$ cat config.mk
export PLATFORM = sky130hd
export DESIGN_NAME = fpsm_queue
export DESIGN_NICKNAME = d
export VERILOG_FILES = /design/src/fpsm_pkg.sv /design/src/fpsm_queue.sv
export SDC_FILE = /design/constraint.sdc
export NUM_CORES = 1
export LEC_CHECK = 0
export ABC_AREA = 1
export BUFFER_PORTS_ARGS = -buffer_cell sky130_fd_sc_hd__clkbuf_2
export CAP_MARGIN = 20
export CORE_MARGIN = 2
export CORE_UTILIZATION = 55
export DETAILED_ROUTE_END_ITERATION = 12
export GPL_ROUTABILITY_DRIVEN = 0
export HOLD_SLACK_MARGIN = 0.08
export PLACE_DENSITY = 0.76
export SETUP_SLACK_MARGIN = 0.15
export SLEW_MARGIN = 20
export SYNTH_ARGS = -nofsm -noshare
export SYNTH_HDL_FRONTEND = slang
export SYNTH_SLANG_ARGS = --single-unit
$ cat constraint.sdc
create_clock -name clk -period 6.54 [get_ports clk]
set_input_delay 0.327 -clock clk [delete_from_list [all_inputs] [get_ports clk]]
set_output_delay 0.327 -clock clk [all_outputs]
set_load 0.005 [all_outputs]
$ cat src/fpsm_pkg.sv
package fpsm_pkg;

	localparam int MAX_WIDTH   = 1024;
	localparam int MAX_HEIGHT  = 1024;

	localparam int SAMPLE_W    = 32;
	localparam int COEF_W      = 32;
	localparam int DIM_W       = 11;
	localparam int INDEX_W     = 20;
	localparam int COUNT_W     = 21;
	localparam int COL_W       = $clog2(MAX_WIDTH);
	localparam int ROW_W       = $clog2(MAX_HEIGHT) + 1;

	localparam int WIN_DEPTH   = 2 * MAX_WIDTH;
	localparam int WIN_ADDR_W  = $clog2(WIN_DEPTH);
	localparam int DIST_W      = WIN_ADDR_W + 1;

	localparam int QUEUE_DEPTH = 4;
	localparam int QUEUE_PTR_W = $clog2(QUEUE_DEPTH);
	localparam int QUEUE_CNT_W = QUEUE_PTR_W + 1;

	localparam int CFG_INDEX_W = 3;
	localparam int CFG_DATA_W  = 32;

	typedef enum logic [CFG_INDEX_W-1:0] {
		REG_COEF_CENTER     = 3'd0,
		REG_COEF_HORIZONTAL = 3'd1,
		REG_COEF_VERTICAL   = 3'd2,
		REG_GRID_WIDTH      = 3'd3,
		REG_GRID_HEIGHT     = 3'd4,
		REG_RANGE_FIRST     = 3'd5,
		REG_RANGE_LAST      = 3'd6
	} cfg_reg_t;

	typedef struct packed {
		logic signed [COEF_W-1:0] coef_center;
		logic signed [COEF_W-1:0] coef_horizontal;
		logic signed [COEF_W-1:0] coef_vertical;
		logic [DIM_W-1:0]         grid_width;
		logic [DIM_W-1:0]         grid_height;
		logic [INDEX_W-1:0]       range_first;
		logic [INDEX_W-1:0]       range_last;
	} cfg_t;

	typedef struct packed {
		logic signed [SAMPLE_W-1:0] center;
		logic signed [SAMPLE_W-1:0] left;
		logic signed [SAMPLE_W-1:0] right;
		logic signed [SAMPLE_W-1:0] up;
		logic signed [SAMPLE_W-1:0] down;
		logic [INDEX_W-1:0]         point_index;
		logic                       last;
	} job_t;

endpackage

$ cat src/fpsm_queue.sv
module fpsm_queue (
	input  logic                               clk,
	input  logic                               arst_n,
	input  logic                               push,
	input  fpsm_pkg::job_t                     push_job,
	input  logic                               pop,
	output logic                               head_valid,
	output fpsm_pkg::job_t                     head,
	output logic [fpsm_pkg::QUEUE_CNT_W-1:0]   count
);

	fpsm_pkg::job_t                         entries_q [fpsm_pkg::QUEUE_DEPTH];
	logic [fpsm_pkg::QUEUE_PTR_W-1:0]       wr_q;
	logic [fpsm_pkg::QUEUE_PTR_W-1:0]       rd_q;
	logic [fpsm_pkg::QUEUE_CNT_W-1:0]       count_q;

	assign head_valid = (count_q != '0);
	assign head       = entries_q[rd_q];
	assign count      = count_q;

	always_ff @(posedge clk or negedge arst_n) begin
		if (!arst_n) begin
			wr_q    <= '0;
			rd_q    <= '0;
			count_q <= '0;
		end else begin
			if (push)
				wr_q <= wr_q + fpsm_pkg::QUEUE_PTR_W'(1);
			if (pop)
				rd_q <= rd_q + fpsm_pkg::QUEUE_PTR_W'(1);
			if (push && !pop)
				count_q <= count_q + fpsm_pkg::QUEUE_CNT_W'(1);
			else if (pop && !push)
				count_q <= count_q - fpsm_pkg::QUEUE_CNT_W'(1);
		end
	end

	always_ff @(posedge clk) begin
		if (push)
			entries_q[wr_q] <= push_job;
	end

endmodule

==> run_results.csv, run 1 <==
group,metric,value,unit
sta,worst_pin_slew,1.22,ns
die,io_pins,370,
logic_synthesis,synth_seq_cells,731,
logic_synthesis,synthTopCellsByArea,"edfxtp_1 (73%), nand2_1 (7.0%), o211ai_2 (5.9%)",
route,wl_per_cell,19.1,microns
critical_path,start_kind,"flop",
placement,portBuffers,369,
critical_path,reg2reg_from,"wr_q[0]",
run,drv_cap,0,
sta,timing.fmax,275,MHz
cells_and_area,multi_input_area,0.00564,sq mm
route,dr.first_iter.drc_count,1527,
logic_synthesis,synth_top_area_share,0.732,
clock_tree,clkLatencyLatePin,0.60,ns
critical_path,r2r_setup_slack,3.84,ns
worst_hold_path,holdPathStages,2,
logic_synthesis,synth_most_common_cell,"edfxtp_1",
clock_tree,postCtsHoldBufs,186,
global_route,first_global_vias,18806,
logic_synthesis,synth.distinct_cells,18,
clock_tree,htreeDepth,3,
cells_and_area,final-seq-area,0.0219,sq mm
worst_hold_path,hold_path.class,"in -> reg",
global_route,overflow,0,
power_and_ir_drop,vdd_drop_max,0.345,mV
logic_synthesis,synth_ff_type,"edfxtp_1",
logic_synthesis,synth_nets,2351,
critical_path,reg2regPathDepth,4,
cells_and_area,nFillCells,3546,
global_route,grt_max_degree,232,
clock_tree,cts_buffers,73,
clock_tree,clkTransAtPathRegs,0.06,ns
route,dr.pass1.iters,5,
sta,hold_viol,0,
sta,setup_viol,0,
route,drtAntennaViolNets,0,
critical_path,endpoint_kind,"output port",
logic_synthesis,synth_edf_count,724,
route,num_vias,18464,
critical_path,crit_type,"reg -> out",
logic_synthesis,synthTopCellsByCount,"edfxtp_1 (724), nand2_1 (557), inv_1 (374)",
sta,clock_skew,0.0152,ns
sta,min_period,3.64,ns
critical_path,crit_chain,"inv_8 > buf_4 > o211ai_2 > nand2_1 > clkbuf_2",
sta,rsz0062_at_grt,"false",
logic_synthesis,syn-cell-area,0.0297,sq mm
critical_path,critPathLaunch,"rd_q[1]",
logic_synthesis,avgSynthCellArea,13.7,sq um
global_route,antenna_found_initial,5,
die,initial_core_util,0.554,
cells_and_area,syn_to_final_growth,21.2,%
clock_tree,cts_root_buf,"clkbuf_16",
critical_path,critPathSlowestCell,"buf_4",
die,coreArea,0.0536,sq mm
logic_synthesis,async_reset_ff_frac,0.00958,
die,rows,85,
placement,hpwl,36200,microns
worst_hold_path,min-delay-start,"push_job[1]",
power_and_ir_drop,leakagePower,14.6,nW
cells_and_area,drive_gt1_frac,0.231,
clock_tree,post-cts-setup-buffer-count,0,
global_route,grtUsageTotal,0.235,
run_status,status,"completed",
power_and_ir_drop,power.total,15.6,mW
route,wl,65900,microns
logic_synthesis,postSynthCellCount,2160,
logic_synthesis,yosysWarnings,0,
clock_tree,clock_path_buffers,3,
sta,slew_headroom,0.184,
critical_path,cpPeakStageDelay,0.79,ns
route,drt-vias-per-instance,5.36,
route,remaining_drc_errors,0,
worst_hold_path,hold_path_end,"entries_q[2][1]",
clock_tree,post_cts_resized,0,
die,fp.dieH,236,microns
critical_path,critPathRequiredTime,6.21,ns
die,die_area,0.0559,sq mm
sta,slew_violations,0,
sta,tns,0,ns
critical_path,cp_max_fo,76,
cells_and_area,final_nets,2876,
logic_synthesis,synth-seq-area-share,0.738,
critical_path,arrival,3.31,ns
logic_synthesis,synth_largest_area_cell,"edfxtp_1",
clock_tree,cts_tree,"done",
die,die_width,236,microns
power_and_ir_drop,p_per_area,434,mW/mm^2
global_route,grt_pass1_wl,102000,microns
clock_tree,clock-sinks,731,
critical_path,timing.rr.end,"entries_q[3][152]",
sta,fin_crit_sh,0.556,
-- stage by stage --
| step | util | instance area, sq um | worst slack [ns] | hold WS (ns) | std cells |
|---|---|---|---|---|---|
| after detailed placement | 0.595 | 31900 | 3.54 | 0.186 | 3120 |
| after floorplan | - | 29700 | 1.83 | 0.0314 | 2160 |
| final | 0.672 | 36000 | 2.90 | 0.486 | 3443 |
| after CTS | 0.672 | 36000 | 2.85 | 0.443 | 3438 |
| after global routing | 0.672 | 36000 | 2.78 | 0.474 | 3442 |
| after global placement | 0.595 | 31900 | 3.53 | 0.185 | 3119 |
-- logic make-up after synthesis --
| family | count (synthesis) | share of synthesized area |
|---|---|---|
| AOI/OAI and AO/OA | 363 | 0.115 |
| DFF | 731 | 0.738 |
| and+or+nand+nor | 560 | 0.0709 |
| buffers and inverters | 496 | 0.0721 |
| adders and majority gates | 6 | 0.00278 |
| xor gates and xnor gates | 4 | 0.00118 |
-- state kept, by name, summed over array words and instances (netlist names) --
register / flops
wr_q: 2
count: 3
rd_q: 2
entries_q: 724
-- worst max-delay path: cells and delay by family (launching register included) --
kind	cells	cell delay, ns
and+or+nand+nor	1	0.14
buffers and inverters	3	1.55
DFF	1	0.70
AOI/OAI and AO/OA	1	0.23
-- per-layer routing --
metal	global-route usage	share of wire
met2	0.394	0.50
met4	0.0949	0.029
met3	0.0535	0.081
met1	0.298	0.39
met5	0	0.00017
-- cell usage in the layout (no fill, tap or decap) --
master           n
buf_12           2
buf_16           1
buf_4           14
bufinv_16        3
clkbuf_1        15
clkbuf_16       74
clkbuf_2       369
clkbuf_8         2
clkinv_1        15
clkinv_2        13
clkinv_4         2
clkinv_8         1
clkinvlp_4       5
dfrtp_1          5
dfrtp_4          2
diode_2          5
dlygate4sd3_1  186
edfxtp_1       724
fa_1             1
ha_1             5
inv_1          369
inv_6            2
inv_8            5
nand2_1        557
nand3_1          1
nand4_1          1
nor2_1           1
o211ai_1       223
o211ai_2       139
o21ai_0          1
xnor2_1          1
xor2_1           3
-- cell type report --
type                       count  share of cell area
inverter                     374              0.0400
timing repair buffer         572               0.108
tap                          696              0.0242
clock buffer                  91              0.0538
antenna                        5            0.000347
multi-input combinational    933               0.157
clock inverter                41             0.00834
sequential                   731               0.609
-- where the power goes --
| group | leakage [nW] | total (mW) | switching [mW] | internal, mW |
|---|---|---|---|---|
| clock network | 1.09 | 3.93 | 1.70 | 2.23 |
| registers | 6.73 | 6.46 | 0.329 | 6.14 |
| logic | 6.76 | 5.23 | 3.44 | 1.78 |
| total | 14.6 | 15.6 | 5.47 | 10.1 |
-- how the worst max path moves through the flow --
stage / to / slack (ns) / cells after the start
floorplan: entries_q[0][0] / 1.83 / 4
detailed placement: head[70] / 3.54 / 5
global route: head[119] / 2.78 / 5
finish: head[62] / 2.90 / 5
global placement: head[144] / 3.53 / 4
CTS: head[62] / 2.85 / 5
No activity file was read; power rests on OpenSTA's default activity.
==> run 2, diff against run 1 <==
--- a/config.mk
+++ b/config.mk
@@ -5,15 +5,15 @@
 export SDC_FILE = /design/constraint.sdc
 export NUM_CORES = 1
 export LEC_CHECK = 0
-export ABC_AREA = 1
+export ABC_AREA = 0
 export BUFFER_PORTS_ARGS = -buffer_cell sky130_fd_sc_hd__clkbuf_2
 export CAP_MARGIN = 20
 export CORE_MARGIN = 2
-export CORE_UTILIZATION = 55
+export CORE_UTILIZATION = 51
 export DETAILED_ROUTE_END_ITERATION = 12
 export GPL_ROUTABILITY_DRIVEN = 0
 export HOLD_SLACK_MARGIN = 0.08
-export PLACE_DENSITY = 0.76
+export PLACE_DENSITY = 0.75
 export SETUP_SLACK_MARGIN = 0.15
 export SLEW_MARGIN = 20
 export SYNTH_ARGS = -nofsm -noshare
==> constraint.sdc (replaced) <==
create_clock -name clk -period 3.3 [get_ports clk]
set_input_delay 0.165 -clock clk [delete_from_list [all_inputs] [get_ports clk]]
set_output_delay 0.165 -clock clk [all_outputs]
set_load 0.005 [all_outputs]
==> run 2 against run 1 <==
  * Worst setup slack got worse by 2.4 ns
  * Critical path depth decreased by 1
  * Core utilization decreased by 1.9 points
  * Combinational power increased by 51%
  * Via count decreased by 31%
  * Power increased by 83%
  * Clock skew increased by 0.0072 ns
  * Register-to-register slack got worse by 2.7 ns
  * Largest cell class unchanged
==> run_results.csv, run 2 <==
group,metric,value,unit
logic_synthesis,synth.distinct_cells,19,
global_route,overflow,0,
critical_path,critPathMostFrequentCell,"buf_12",
sta,slew_violations,0,
clock_tree,clock-sinks,731,
clock_tree,cts_tree,"done",
global_route,grt_max_degree,73,
logic_synthesis,synth_most_common_cell,"edfxtp_1",
cells_and_area,largest_reg_flops,724,
route,drtAntennaViolNets,0,
worst_hold_path,min-delay-start,"push_job[169]",
route,dr.first_iter.drc_count,958,
sta,min_period,2.78,ns
sta,timing.hold.ws,0.318,ns
run_status,status,"completed",
sta,fin_crit_sh,0.842,
global_route,antenna_found_initial,8,
power_and_ir_drop,leakagePower,11.7,nW
route,dr.pass1.iters,5,
power_and_ir_drop,p_clk_frac,0.281,
power_and_ir_drop,vdd_drop_max,0.561,mV
die,fp.dieH,233,microns
sta,clock_skew,0.0223,ns
critical_path,reg2reg_from,"wr_q[1]",
cells_and_area,final_nets,1797,
critical_path,critPathRequiredTime,3.13,ns
critical_path,cpPeakStageDelay,0.72,ns
logic_synthesis,synth_largest_area_cell,"edfxtp_1",
critical_path,endpoint_kind,"output port",
logic_synthesis,synth_edf_count,724,
cells_and_area,final_cell_mix,"edfxtp_1 (724), clkbuf_2 (369), dlygate4sd3_1 (185)",
route,wl,56200,microns
sta,timing.fmax,360,MHz
logic_synthesis,postSynthCellCount,979,
placement,portBuffers,369,
route,num_vias,12805,
logic_synthesis,syn-cell-area,0.0266,sq mm
clock_tree,cts_root_buf,"clkbuf_16",
sta,setup_slack,0.522,ns
critical_path,arrival,2.61,ns
logic_synthesis,synth_nets,1170,
logic_synthesis,synthTopCellsByCount,"edfxtp_1 (724), mux4_2 (181), buf_2 (18)",
route,drt-vias-per-instance,5.45,
power_and_ir_drop,p_sw_frac,0.276,
logic_synthesis,async_reset_ff_frac,0.00958,
sta,setup_viol,0,
cells_and_area,final-seq-area,0.0219,sq mm
die,initial_core_util,0.517,
route,remaining_drc_errors,0,
critical_path,critPathLaunch,"rd_q[0]",
clock_tree,cts_buffers,73,
cells_and_area,multi_input_area,0.00428,sq mm
sta,hold_viol,0,
logic_synthesis,avgSynthCellArea,27.2,sq um
critical_path,cp_max_fo,27,
cells_and_area,drive_gt1_frac,0.415,
cells_and_area,syn_to_final_growth,26.2,%
power_and_ir_drop,power.total,28.6,mW
die,rows,83,
logic_synthesis,yosysWarnings,0,
cells_and_area,largest-register,"entries_q",
critical_path,start_kind,"flop",
clock_tree,postCtsHoldBufs,185,
cells_and_area,nFillCells,3279,
clock_tree,post-cts-setup-buffer-count,0,
global_route,grtUsageTotal,0.209,
logic_synthesis,synthTopCellsByArea,"edfxtp_1 (82%), mux4_2 (15%), buf_12 (0.83%)",
placement,dpl_cell_area,0.0294,sq mm
logic_synthesis,synth_top_area_share,0.816,
route,wl_per_cell,23.9,microns
die,die_width,233,microns
clock_tree,post_cts_resized,0,
die,die_area,0.0541,sq mm
worst_hold_path,hold_path.class,"in -> reg",
cells_and_area,final_area,0.0336,sq mm
sta,worst_pin_slew,0.802,ns
critical_path,crit_chain,"buf_12 > buf_12 > mux4_2 > clkbuf_2",
power_and_ir_drop,pwr-share-comb,0.276,
placement,post-place-ws,1.07,ns
placement,hpwl,32300,microns
sta,rsz0062_at_grt,"false",
clock_tree,htreeDepth,3,
cells_and_area,final_util,0.652,
critical_path,critPathSlowestCell,"dfrtp_4",
power_and_ir_drop,sequentialPowerShare,0.443,
critical_path,crit_type,"reg -> out",
clock_tree,clock_path_buffers,3,
power_and_ir_drop,p_per_area,852,mW/mm^2
logic_synthesis,synth-seq-area-share,0.823,
clock_tree,clkTransAtPathRegs,0.06,ns
run,drv_cap,0,
global_route,grt_pass1_wl,83500,microns
logic_synthesis,synth_ff_type,"edfxtp_1",
power_and_ir_drop,net-switching-power,7.89,mW
placement,placedCellCount,2026,
power_and_ir_drop,p_int,20.7,mW
cells_and_area,stdcell_count,2349,
die,io_pins,370,
sta,slew_headroom,0.465,
logic_synthesis,synth_seq_cells,731,
die,coreArea,0.0515,sq mm
clock_tree,clkLatencyLatePin,0.59,ns
cells_and_area,layout_commonest_cell,"edfxtp_1",
global_route,first_global_vias,13755,
sta,tns,0,ns
## run 2: changes by cell type after synthesis, moves of 14 or more
cell,previous run,this run
buf_2,85,18
inv_1,374,4
buf_6,23,9
o211ai_1,223,0
mux4_2,0,181
o211ai_2,139,0
nand2_1,557,2
## run 2: critical path: cells and delay by family (launching register included)
kind,cells,cell delay [ns]
flip-flops,1,0.72
buffers and inverters,3,0.69
multiplexers,1,0.55
## run 2: metal layers
layer / wire length, microns / global-route usage
met1: 21200 / 0.267
met2: 28700 / 0.341
met3: 4690 / 0.0674
met4: 1540 / 0.0691
met5: 13 / 0
## run 2: path summary, 6_finish.rpt
check	endpoint	slack [ns]	cells after the start
worst max-delay path	head[17]	0.52	4
worst min-delay path	entries_q[1][169]	0.32	2
worst max register to register	entries_q[0][144]	1.18	4
worst min register to register	count[2]	0.50	1
max in group asynchronous	rd_q[0]	2.45	3
min in group asynchronous	count[2]	0.57	3
## run 2: cells by family (layout without fill, tap and decap cells)
family / count (synthesis) / after routing / synth area share
other: 0 / 10 / 0
muxes: 182 / 182 / 0.154
adders and majority gates: 6 / 6 / 0.00310
AOI/OAI and AO/OA: 1 / 1 / 0.000188
DFF: 731 / 731 / 0.823
xor gates and xnor gates: 6 / 6 / 0.00197
buffers and inverters: 45 / 725 / 0.0166
and+or+nand+nor: 8 / 8 / 0.00160
## run 2: cell type report
type                    count  share of cell area
diodes                     10            0.000745
clock inverters            25             0.00771
well taps                 680              0.0253
clock buffers             103              0.0611
repair buffers            593               0.125
flip-flops and latches    731               0.652
inverters                   4            0.000447
multi-input cells         203               0.127
## run 2: power by group through the flow
stage               clock (mW)  sequential, mW  combinational [mW]
floorplan                    0            12.6                4.92
global placement             0            12.7                7.74
detailed placement           0            12.9                7.76
CTS                       8.19            12.7                8.02
global route              8.55            12.8                8.49
finish                    8.05            12.7                7.90
